File: config.mk
export PLATFORM = sky130hd
export DESIGN_NAME = multilevel_priority_fifo_queue_flat
export DESIGN_NICKNAME = d
export VERILOG_FILES = /design/src/hw/rtl/mpq_pkg.sv /design/src/hw/rtl/mpq_cmd_if.sv /design/src/hw/rtl/mpq_rsp_if.sv /design/src/hw/rtl/mpq_store.sv /design/src/hw/rtl/mpq_ctrl.sv /design/src/hw/rtl/multilevel_priority_fifo_queue.sv /design/src/flat_wrapper.sv
export SDC_FILE = /design/constraint.sdc
export NUM_CORES = 2
export LEC_CHECK = 0
export BUFFER_PORTS_ARGS = -buffer_cell sky130_fd_sc_hd__buf_4
export CAP_MARGIN = 40
export CELL_PAD_IN_SITES_DETAIL_PLACEMENT = 0
export CELL_PAD_IN_SITES_GLOBAL_PLACEMENT = 1
export CORE_UTILIZATION = 43
export DETAILED_ROUTE_END_ITERATION = 16
export PLACE_DENSITY_LB_ADDON = 0.1
export SETUP_SLACK_MARGIN = 0.4
export SYNTH_ARGS = -nofsm -noshare
export SYNTH_HDL_FRONTEND = slang
export SYNTH_SLANG_ARGS = --single-unit
File: constraint.sdc
create_clock -name clk -period 8.65 [get_ports clk]
set_clock_uncertainty 0.15 [all_clocks]
set_input_delay 2.595 -clock clk [delete_from_list [all_inputs] [get_ports clk]]
set_output_delay 2.595 -clock clk [all_outputs]
set_load 0.05 [all_outputs]
File: src/hw/rtl/mpq_pkg.sv
package mpq_pkg;

	localparam int LEVELS      = 16;
	localparam int LEVEL_DEPTH = 16;
	localparam int ID_WIDTH    = 8;

	localparam int LVL_W  = (LEVELS > 1) ? $clog2(LEVELS) : 1;
	localparam int PTR_W  = (LEVEL_DEPTH > 1) ? $clog2(LEVEL_DEPTH) : 1;
	localparam int CNT_W  = $clog2(LEVEL_DEPTH + 1);
	localparam int TOT_W  = $clog2(LEVELS * LEVEL_DEPTH + 1);
	localparam int ACT_W  = $clog2(LEVELS + 1);
	localparam int ADDR_W = LVL_W + PTR_W;

	// port field widths
	localparam int ITEM_W   = 8;
	localparam int LEVEL_W  = 4;
	localparam int STATUS_W = 2;
	localparam int TOTAL_W  = 9;
	localparam int ACTIVE_W = 5;
	localparam int LCOUNT_W = 5;

	localparam logic CMD_PUSH = 1'b0;
	localparam logic CMD_POP  = 1'b1;

	typedef enum logic [STATUS_W-1:0] {
		ST_OK        = 2'd0,
		ST_POP_EMPTY = 2'd1,
		ST_PUSH_FULL = 2'd2
	} status_t;

	typedef logic [LVL_W-1:0]    lvl_t;
	typedef logic [PTR_W-1:0]    ptr_t;
	typedef logic [CNT_W-1:0]    cnt_t;
	typedef logic [TOT_W-1:0]    tot_t;
	typedef logic [ACT_W-1:0]    act_t;
	typedef logic [ID_WIDTH-1:0] id_t;
	typedef logic [ADDR_W-1:0]   addr_t;

	typedef struct packed {
		logic found;
		lvl_t idx;
	} first_t;

	typedef struct packed {
		logic  we;
		addr_t waddr;
		id_t   wdata;
		logic  re;
		addr_t raddr;
	} mem_req_t;

	typedef struct packed {
		status_t status;
		logic    pop_ok;
		lvl_t    head_level;
		logic    empty;
		tot_t    total;
		act_t    active;
		cnt_t    lcount;
	} res_t;

	// priority encoder: lowest set bit wins
	function automatic first_t first_level(input logic [LEVELS-1:0] ne);
		first_t f;
		f = '0;
		for (int l = LEVELS - 1; l >= 0; l--) begin
			if (ne[l]) begin
				f.found = 1'b1;
				f.idx   = LVL_W'(l);
			end
		end
		return f;
	endfunction

	function automatic ptr_t ptr_inc(input ptr_t p);
		ptr_t r;
		r = (int'(p) == LEVEL_DEPTH - 1) ? '0 : p + 1'b1;
		return r;
	endfunction

endpackage

File: src/hw/rtl/mpq_cmd_if.sv
interface mpq_cmd_if;
	import mpq_pkg::*;

	logic                valid;
	logic                ready;
	logic                command;
	logic [ITEM_W-1:0]   item_id;
	logic [LEVEL_W-1:0]  level;

	modport source (output valid, command, item_id, level, input ready);
	modport sink (input valid, command, item_id, level, output ready);

endinterface

File: src/hw/rtl/mpq_rsp_if.sv
interface mpq_rsp_if;
	import mpq_pkg::*;

	logic                valid;
	logic                ready;
	logic [STATUS_W-1:0] status;
	logic [ITEM_W-1:0]   popped_id;
	logic [ITEM_W-1:0]   head_id;
	logic [LEVEL_W-1:0]  head_level;
	logic                queue_empty;
	logic [TOTAL_W-1:0]  total_count;
	logic [ACTIVE_W-1:0] active_levels;
	logic [LCOUNT_W-1:0] level_count;

	modport source (
		output valid, status, popped_id, head_id, head_level, queue_empty,
			total_count, active_levels, level_count,
		input ready
	);
	modport sink (
		input valid, status, popped_id, head_id, head_level, queue_empty,
			total_count, active_levels, level_count,
		output ready
	);

endinterface

File: src/hw/rtl/mpq_store.sv
module mpq_store (
	input  logic              clk,
	input  mpq_pkg::mem_req_t req,
	output mpq_pkg::id_t      rdata
);
	import mpq_pkg::*;

	localparam int DEPTH = 2 ** ADDR_W;

	id_t mem [DEPTH];
	id_t rdata_q;

	always_ff @(posedge clk) begin
		if (req.we) begin
			mem[req.waddr] <= req.wdata;
		end
	end

	// write-first on a collision so a push into an empty head slot shows at once
	always_ff @(posedge clk) begin
		if (req.re) begin
			rdata_q <= (req.we && req.waddr == req.raddr) ? req.wdata : mem[req.raddr];
		end
	end

	assign rdata = rdata_q;

endmodule

File: src/hw/rtl/mpq_ctrl.sv
module mpq_ctrl (
	input  logic              clk,
	input  logic              arst_n,
	input  logic              fire,
	input  logic              command,
	input  mpq_pkg::id_t      item_id,
	input  logic [3:0]        level,
	output mpq_pkg::mem_req_t mem_req,
	output mpq_pkg::res_t     res
);
	import mpq_pkg::*;

	cnt_t cnt_q [LEVELS];
	ptr_t rp_q  [LEVELS];
	ptr_t wp_q  [LEVELS];
	tot_t total_q;
	act_t active_q;

	cnt_t cnt_n [LEVELS];
	ptr_t rp_n  [LEVELS];
	ptr_t wp_n  [LEVELS];
	tot_t total_n;
	act_t active_n;

	logic [LEVELS-1:0] nonempty;
	logic [LEVELS-1:0] full;
	logic [LEVELS-1:0] ne_n;
	logic [LEVELS-1:0] grow;
	logic [LEVELS-1:0] shrink;
	first_t            head;
	first_t            head_n;
	lvl_t              li;
	logic              lvl_ok;
	logic              push_ok;
	logic              pop_ok;
	status_t           status;

	assign lvl_ok = int'(level) < LEVELS;
	assign li     = LVL_W'(level);

	always_comb begin
		for (int l = 0; l < LEVELS; l++) begin
			nonempty[l] = cnt_q[l] != '0;
			full[l]     = int'(cnt_q[l]) >= LEVEL_DEPTH;
		end
	end

	assign head    = first_level(nonempty);
	assign push_ok = (command == CMD_PUSH) && lvl_ok && !full[li];
	assign pop_ok  = (command == CMD_POP) && head.found;

	always_comb begin
		status = ST_OK;
		if (command == CMD_POP && !head.found) begin
			status = ST_POP_EMPTY;
		end else if (command == CMD_PUSH && !push_ok) begin
			status = ST_PUSH_FULL;
		end
	end

	// per-level lanes
	always_comb begin
		for (int l = 0; l < LEVELS; l++) begin
			logic push_l;
			logic pop_l;
			push_l    = push_ok && (li == LVL_W'(l));
			pop_l     = pop_ok && (head.idx == LVL_W'(l));
			cnt_n[l]  = cnt_q[l];
			rp_n[l]   = rp_q[l];
			wp_n[l]   = wp_q[l];
			if (push_l) begin
				cnt_n[l] = cnt_q[l] + 1'b1;
				wp_n[l]  = ptr_inc(wp_q[l]);
			end else if (pop_l) begin
				cnt_n[l] = cnt_q[l] - 1'b1;
				rp_n[l]  = ptr_inc(rp_q[l]);
			end
			ne_n[l]   = cnt_n[l] != '0;
			grow[l]   = push_l && !nonempty[l];
			shrink[l] = pop_l && (cnt_q[l] == CNT_W'(1));
		end
	end

	always_comb begin
		total_n = total_q;
		if (push_ok) begin
			total_n = total_q + 1'b1;
		end else if (pop_ok) begin
			total_n = total_q - 1'b1;
		end
		active_n = active_q;
		if (|grow) begin
			active_n = active_q + 1'b1;
		end else if (|shrink) begin
			active_n = active_q - 1'b1;
		end
	end

	assign head_n = first_level(ne_n);

	always_comb begin
		mem_req.we    = fire && push_ok;
		mem_req.waddr = {li, wp_q[li]};
		mem_req.wdata = item_id;
		mem_req.re    = fire;
		mem_req.raddr = {head_n.idx, rp_n[head_n.idx]};
	end

	always_comb begin
		res.status     = status;
		res.pop_ok     = pop_ok;
		res.head_level = head_n.found ? head_n.idx : '0;
		res.empty      = !head_n.found;
		res.total      = total_n;
		res.active     = active_n;
		res.lcount     = lvl_ok ? cnt_n[li] : '0;
	end

	always_ff @(posedge clk or negedge arst_n) begin
		if (!arst_n) begin
			for (int l = 0; l < LEVELS; l++) begin
				cnt_q[l] <= '0;
				rp_q[l]  <= '0;
				wp_q[l]  <= '0;
			end
			total_q  <= '0;
			active_q <= '0;
		end else if (fire) begin
			for (int l = 0; l < LEVELS; l++) begin
				cnt_q[l] <= cnt_n[l];
				rp_q[l]  <= rp_n[l];
				wp_q[l]  <= wp_n[l];
			end
			total_q  <= total_n;
			active_q <= active_n;
		end
	end

endmodule

File: src/hw/rtl/multilevel_priority_fifo_queue.sv
// Strict-priority queue with one FIFO of item ids per level (16 levels of 16 entries):
// a push appends an id to its level, a pop takes the oldest id of the lowest non-empty
// level, and each command gives one response word with status, popped id, new head and
// occupancy counts. A command word is taken into an input register and is executed once
// the output register is free or being read; its response is then held in the output
// register. While responses are taken, one command per cycle is sustained; this rests on
// the per-level counters and pointers updating together as a command executes and on the
// item store, whose one registered read port fetches the next head during each command.
module multilevel_priority_fifo_queue (
	input logic           clk,
	input logic           arst_n,
	mpq_cmd_if.sink       req,
	mpq_rsp_if.source     rsp
);
	import mpq_pkg::*;

	logic               s1_valid;
	logic               cmd_s1;
	logic [ITEM_W-1:0]  id_s1;
	logic [LEVEL_W-1:0] lvl_s1;

	logic                out_valid_q;
	status_t             status_q;
	logic [ITEM_W-1:0]   popped_q;
	logic [LEVEL_W-1:0]  head_level_q;
	logic                empty_q;
	logic [TOTAL_W-1:0]  total_q;
	logic [ACTIVE_W-1:0] active_q;
	logic [LCOUNT_W-1:0] lcount_q;

	logic     fire;
	logic     accept;
	mem_req_t mem_req;
	res_t     res;
	id_t      head_data;

	assign fire      = s1_valid && (!out_valid_q || rsp.ready);
	assign req.ready = !s1_valid || fire;
	assign accept    = req.valid && req.ready;

	always_ff @(posedge clk or negedge arst_n) begin
		if (!arst_n) begin
			s1_valid <= 1'b0;
		end else if (accept) begin
			s1_valid <= 1'b1;
		end else if (fire) begin
			s1_valid <= 1'b0;
		end
	end

	always_ff @(posedge clk) begin
		if (accept) begin
			cmd_s1 <= req.command;
			id_s1  <= req.item_id;
			lvl_s1 <= req.level;
		end
	end

	mpq_ctrl u_ctrl (
		.clk     (clk),
		.arst_n  (arst_n),
		.fire    (fire),
		.command (cmd_s1),
		.item_id (ID_WIDTH'(id_s1)),
		.level   (lvl_s1),
		.mem_req (mem_req),
		.res     (res)
	);

	// read data holds the head of the queue as left by the last command
	mpq_store u_store (
		.clk   (clk),
		.req   (mem_req),
		.rdata (head_data)
	);

	always_ff @(posedge clk or negedge arst_n) begin
		if (!arst_n) begin
			out_valid_q <= 1'b0;
		end else if (fire) begin
			out_valid_q <= 1'b1;
		end else if (rsp.ready) begin
			out_valid_q <= 1'b0;
		end
	end

	always_ff @(posedge clk) begin
		if (fire) begin
			status_q     <= res.status;
			popped_q     <= res.pop_ok ? ITEM_W'(head_data) : '0;
			head_level_q <= LEVEL_W'(res.head_level);
			empty_q      <= res.empty;
			total_q      <= TOTAL_W'(res.total);
			active_q     <= ACTIVE_W'(res.active);
			lcount_q     <= LCOUNT_W'(res.lcount);
		end
	end

	assign rsp.valid         = out_valid_q;
	assign rsp.status        = status_q;
	assign rsp.popped_id     = popped_q;
	assign rsp.head_id       = empty_q ? '0 : ITEM_W'(head_data);
	assign rsp.head_level    = head_level_q;
	assign rsp.queue_empty   = empty_q;
	assign rsp.total_count   = total_q;
	assign rsp.active_levels = active_q;
	assign rsp.level_count   = lcount_q;

endmodule

File: src/flat_wrapper.sv
// flat-port wrapper written by rule: the top's interface ports become plain ports
module multilevel_priority_fifo_queue_flat import mpq_pkg::*;
  (clk, arst_n, req_valid, req_command, req_item_id, req_level, req_ready, rsp_valid, rsp_status, rsp_popped_id, rsp_head_id, rsp_head_level, rsp_queue_empty, rsp_total_count, rsp_active_levels, rsp_level_count, rsp_ready);
  mpq_cmd_if req_i ();
  mpq_rsp_if rsp_i ();
  input logic clk;
  input logic arst_n;
  input wire logic [$bits(req_i.valid)-1:0] req_valid;
  input wire logic [$bits(req_i.command)-1:0] req_command;
  input wire logic [$bits(req_i.item_id)-1:0] req_item_id;
  input wire logic [$bits(req_i.level)-1:0] req_level;
  output wire logic [$bits(req_i.ready)-1:0] req_ready;
  output wire logic [$bits(rsp_i.valid)-1:0] rsp_valid;
  output wire logic [$bits(rsp_i.status)-1:0] rsp_status;
  output wire logic [$bits(rsp_i.popped_id)-1:0] rsp_popped_id;
  output wire logic [$bits(rsp_i.head_id)-1:0] rsp_head_id;
  output wire logic [$bits(rsp_i.head_level)-1:0] rsp_head_level;
  output wire logic [$bits(rsp_i.queue_empty)-1:0] rsp_queue_empty;
  output wire logic [$bits(rsp_i.total_count)-1:0] rsp_total_count;
  output wire logic [$bits(rsp_i.active_levels)-1:0] rsp_active_levels;
  output wire logic [$bits(rsp_i.level_count)-1:0] rsp_level_count;
  input wire logic [$bits(rsp_i.ready)-1:0] rsp_ready;
  assign req_i.valid = req_valid;
  assign req_i.command = req_command;
  assign req_i.item_id = req_item_id;
  assign req_i.level = req_level;
  assign req_ready = req_i.ready;
  assign rsp_valid = rsp_i.valid;
  assign rsp_status = rsp_i.status;
  assign rsp_popped_id = rsp_i.popped_id;
  assign rsp_head_id = rsp_i.head_id;
  assign rsp_head_level = rsp_i.head_level;
  assign rsp_queue_empty = rsp_i.queue_empty;
  assign rsp_total_count = rsp_i.total_count;
  assign rsp_active_levels = rsp_i.active_levels;
  assign rsp_level_count = rsp_i.level_count;
  assign rsp_i.ready = rsp_ready;
  multilevel_priority_fifo_queue u_core (.clk(clk), .arst_n(arst_n), .req(req_i), .rsp(rsp_i));
endmodule
==> flow_summary.yaml <==
detailed_routing:
  vias: 72900
  via_per_inst: 5.97
  postRouteWirelength_mm: 367
  post_drt_wl_per_cell_um: 30.1
  drtPass1Iterations: 6
  drt-initial-drc-count: 8001
  ant_nets: 0
  drc: 0
final_layout:
  area_growth_pct: 19.2
  final_cell_mix: "2103 x edfxtp_1, 1920 x nand2_1, 787 x buf_4, 760 x nand3_1, 391 x nor2_1"
  fin_nets: 8973
  utilization: 0.517
  layout_commonest_cell: "edfxtp_1"
  seqCellArea_um2: 68800
  drive_above_1_share: 0.179
  multi_input_area_um2: 32100
  layout.cells.non_filler: 12200
  fillCellCount: 20400
sta:
  rsz0062_at_grt: "true"
  clock.fmax_mhz: 123
  timing.hold.ws_ns: 0.344
  hold_violations: 0
  relSlewSlack: 0.261
  post-route-period-util: 0.941
  layout_min_cycle_time_ns: 8.14
  slew_viol_final: 0
  finalSetupViolCount: 0
  worstMarginPinSlew_ns: 1.11
cts:
  cts_buffer_depth: 4
  ctsHoldBuffers: 0
  cts_tree: "built"
  cts_buffers: 276
  clkSinkCount: 2327
  htreeDepth: 5
  worstSkewPairLatency_ns: 0.92
  cts.clk_slew.worst_paths_ns: 0.06
  cts-root-buf: "clkbuf_16"
place:
  gp_congestion: 0.925
  dp_hpwl_mm: 249
  dp_cells: 11700
  io_buffer_count: 60
yosys:
  seq_area_frac_synth: 0.672
  synth_area_leaders: "edfxtp_1 62%, nand2_1 7.1%, dfrtp_1 5.5%"
  yosys_warnings: 0
  synth_xor_area_frac: 0.0133
  synthAdderAreaFrac: 0.0110
  syn_nets: 8281
  synthesis.instances: 8174
  synth_top_family_by_area: "simple AND/OR/NAND/NOR gates"
  synth_ff_type: "edfxtp_1"
  synth_edf_count: 2103
  synth-compound-area-share: 0.0813
  netlist_area_um2: 102000
  synth_mux_area_frac: 0.0444
  synth-simple-area-share: 0.152
  yosys.area.top_type: "edfxtp_1"
  async_reset_ff_frac: 0.0963
  yosys.cell_types.count: 112
  synth_top_area_frac: 0.617
  ys_ff_latch: 2327
  syn_area_per_cell_um2: 12.5
global_routing:
  grt_overflow: 0
  antenna_found_initial: 19
  grt_max_degree: 164
  grt_pass1_wl_mm: 521
  grt_pass1_vias: 69500
  track_usage: 0.304
worst_setup_path:
  r2r_cells: 31
  worstReg2RegEnd: "u_core.u_store.rdata[5]"
  cp_common_cell: "buf_4"
  crit_end: "u_core.u_store.rdata[5]"
  crit_path_end_kind: "flip-flop"
  path_max_fanout: 13
  timing.rr.start: "u_core.u_ctrl.cnt_q[16]"
  slowest_stage: "or4_4"
  critical_path_class: "flip-flop to flip-flop"
  reg2reg_slack_ns: 0.51
  worstPathRequired_ns: 9.18
  crit_path_start_kind: "flip-flop"
  arrival_ns: 8.67
  max_stage_delay_ns: 0.62
  crit_start: "u_core.u_ctrl.cnt_q[16]"
min_path:
  worstHoldStart: "u_core.u_ctrl.active_q[4]"
  hold_path.class: "flip-flop to flip-flop"
  holdPathStages: 1
floorplanning:
  io_pins: 61
  core.rowCount: 178
  die-width_um: 490
  die_area_um2: 240000
  start_util: 0.434
  core_area_um2: 236000
  fp.dieH_um: 490
outcome:
  status: "finished, final reports clean"
job:
  cap_violations: 0
pwr:
  power_density_nw_per_um2: 421
  leakagePower_nw: 43.5
  vdd_ir_drop_max_mv: 0.369
routing by layer:
metal / GRT usage / vias to the layer above / part of all wire
li1: - / 32100 / -
met1: 0.424 / 37200 / 0.43
met2: 0.482 / 2961 / 0.47
met3: 0.0431 / 638 / 0.067
met4: 0.116 / 16 / 0.040
met5: 0 / - / 0.00031
cells by family after synthesis:
| group | Yosys count |
|---|---|
| XOR/XNOR | 155 |
| adder cells (fa/ha/maj) | 90 |
| multiplexers | 393 |
| AND/OR/NAND/NOR | 3522 |
| buffers and inverters | 574 |
| flip-flops | 2327 |
| AO/OA/AOI/OAI | 1113 |
per-stage QoR:
| stage | setup slack (ns) | TNS [ns] | cell area [µm²] | power [mW] |
|---|---|---|---|---|
| 2_1_floorplan | 1.44 | 0 | 102000 | 27.2 |
| 3_3_place_gp | -1.49 | -4.79 | 111000 | 39.5 |
| 3_5_place_dp | -0.609 | -1.95 | 112000 | 39.5 |
| 4_1_cts | 0.411 | 0 | 121000 | 51.0 |
| 5_1_grt | 0.293 | 0 | 122000 | 53.4 |
| 6_report | 0.510 | 0 | 122000 | 51.3 |
registers in the layout, summed over array words and instances (netlist names):
| register | count |
|---|---|
| u_core.lvl_s1 | 4 |
| u_core.rsp.status | 2 |
| u_core.u_store.mem | 2048 |
| u_core.rsp.valid | 1 |
| u_core.u_ctrl.rp_q | 64 |
| u_core.u_store.rdata | 8 |
| u_core.rsp.level_count | 5 |
| u_core.rsp.total_count | 9 |
| u_core.rsp.popped_id | 8 |
| u_core.u_ctrl.cnt_q | 80 |
| u_core.rsp.queue_empty | 1 |
| u_core.u_ctrl.active_q | 5 |
| u_core.id_s1 | 8 |
| u_core.s1_valid | 1 |
| u_core.rsp.active_levels | 5 |
| u_core.rsp.head_level | 4 |
| u_core.cmd_s1 | 1 |
| u_core.u_ctrl.wp_q | 64 |
| u_core.u_ctrl.total_q | 9 |
where the power goes:
group	total (mW)	internal, mW	leakage, nW	switching [mW]
Combinational	27.3	9.89	17.5	17.4
Sequential	13.0	12.6	21.9	0.378
Clock	11.0	6.44	4.07	4.58
synth_stat cells, drive strengths merged, types with 18 or more instances:
master      n
nand4      52
a221oi     25
a2111oi    32
nand3     767
buf       338
o221ai     21
o31ai      23
mux2i     317
o21ai     165
a211oi     35
mux2       30
a32oi     205
clkbuf    172
mux4       46
or3        20
nand2    1942
inv        62
dfrtp     224
nor4       50
o211ai     24
a21oi     140
nor3      114
a41oi      36
a311oi     47
nor2      404
edfxtp   2103
and3       28
o2111ai    18
a21o       26
and2       33
xor2       42
or4        21
ha         90
o22ai      51
a31oi     101
a22oi      37
xnor2     113
nor4b      19
worst min path at each step:
stage,to,slack [ns]
after floorplan,u_core.rsp.valid,0.31
after global placement,u_core.u_ctrl.active_q[4],0.33
after detailed placement,u_core.u_ctrl.active_q[4],0.33
after CTS,u_core.u_ctrl.active_q[4],0.34
after global routing,u_core.u_ctrl.total_q[8],0.38
final,u_core.u_ctrl.active_q[4],0.34
critical path, delay by kind of cell (launching register included):
kind / cells / cell delay [ns]
AOI/OAI and AO/OA: 9 / 2.13
adders and majority gates: 1 / 0.17
buffers and inverters: 10 / 1.72
DFF: 1 / 0.37
muxes: 1 / 0.28
and+or+nand+nor: 10 / 3.02
area by class of cell:
type	instances	share of cell area
timing repair buffer	924	0.0697
inverter	64	0.00207
multi-input combinational	5273	0.263
antenna	11	0.000226
clock inverter	121	0.00831
clock buffer	345	0.0600
sequential	2327	0.564
tap	3150	0.0323
repair_timing:
item / in CTS / in global routing
pin swaps: 22 / 31
setup buffers: 34 / 25
endpoints found under the setup margin: 8 / 8
gates cloned: 1 / 0
hold endpoints to repair: 0 / 0
gates resized for setup: 82 / 108
Power figures use the tool's default switching activity.
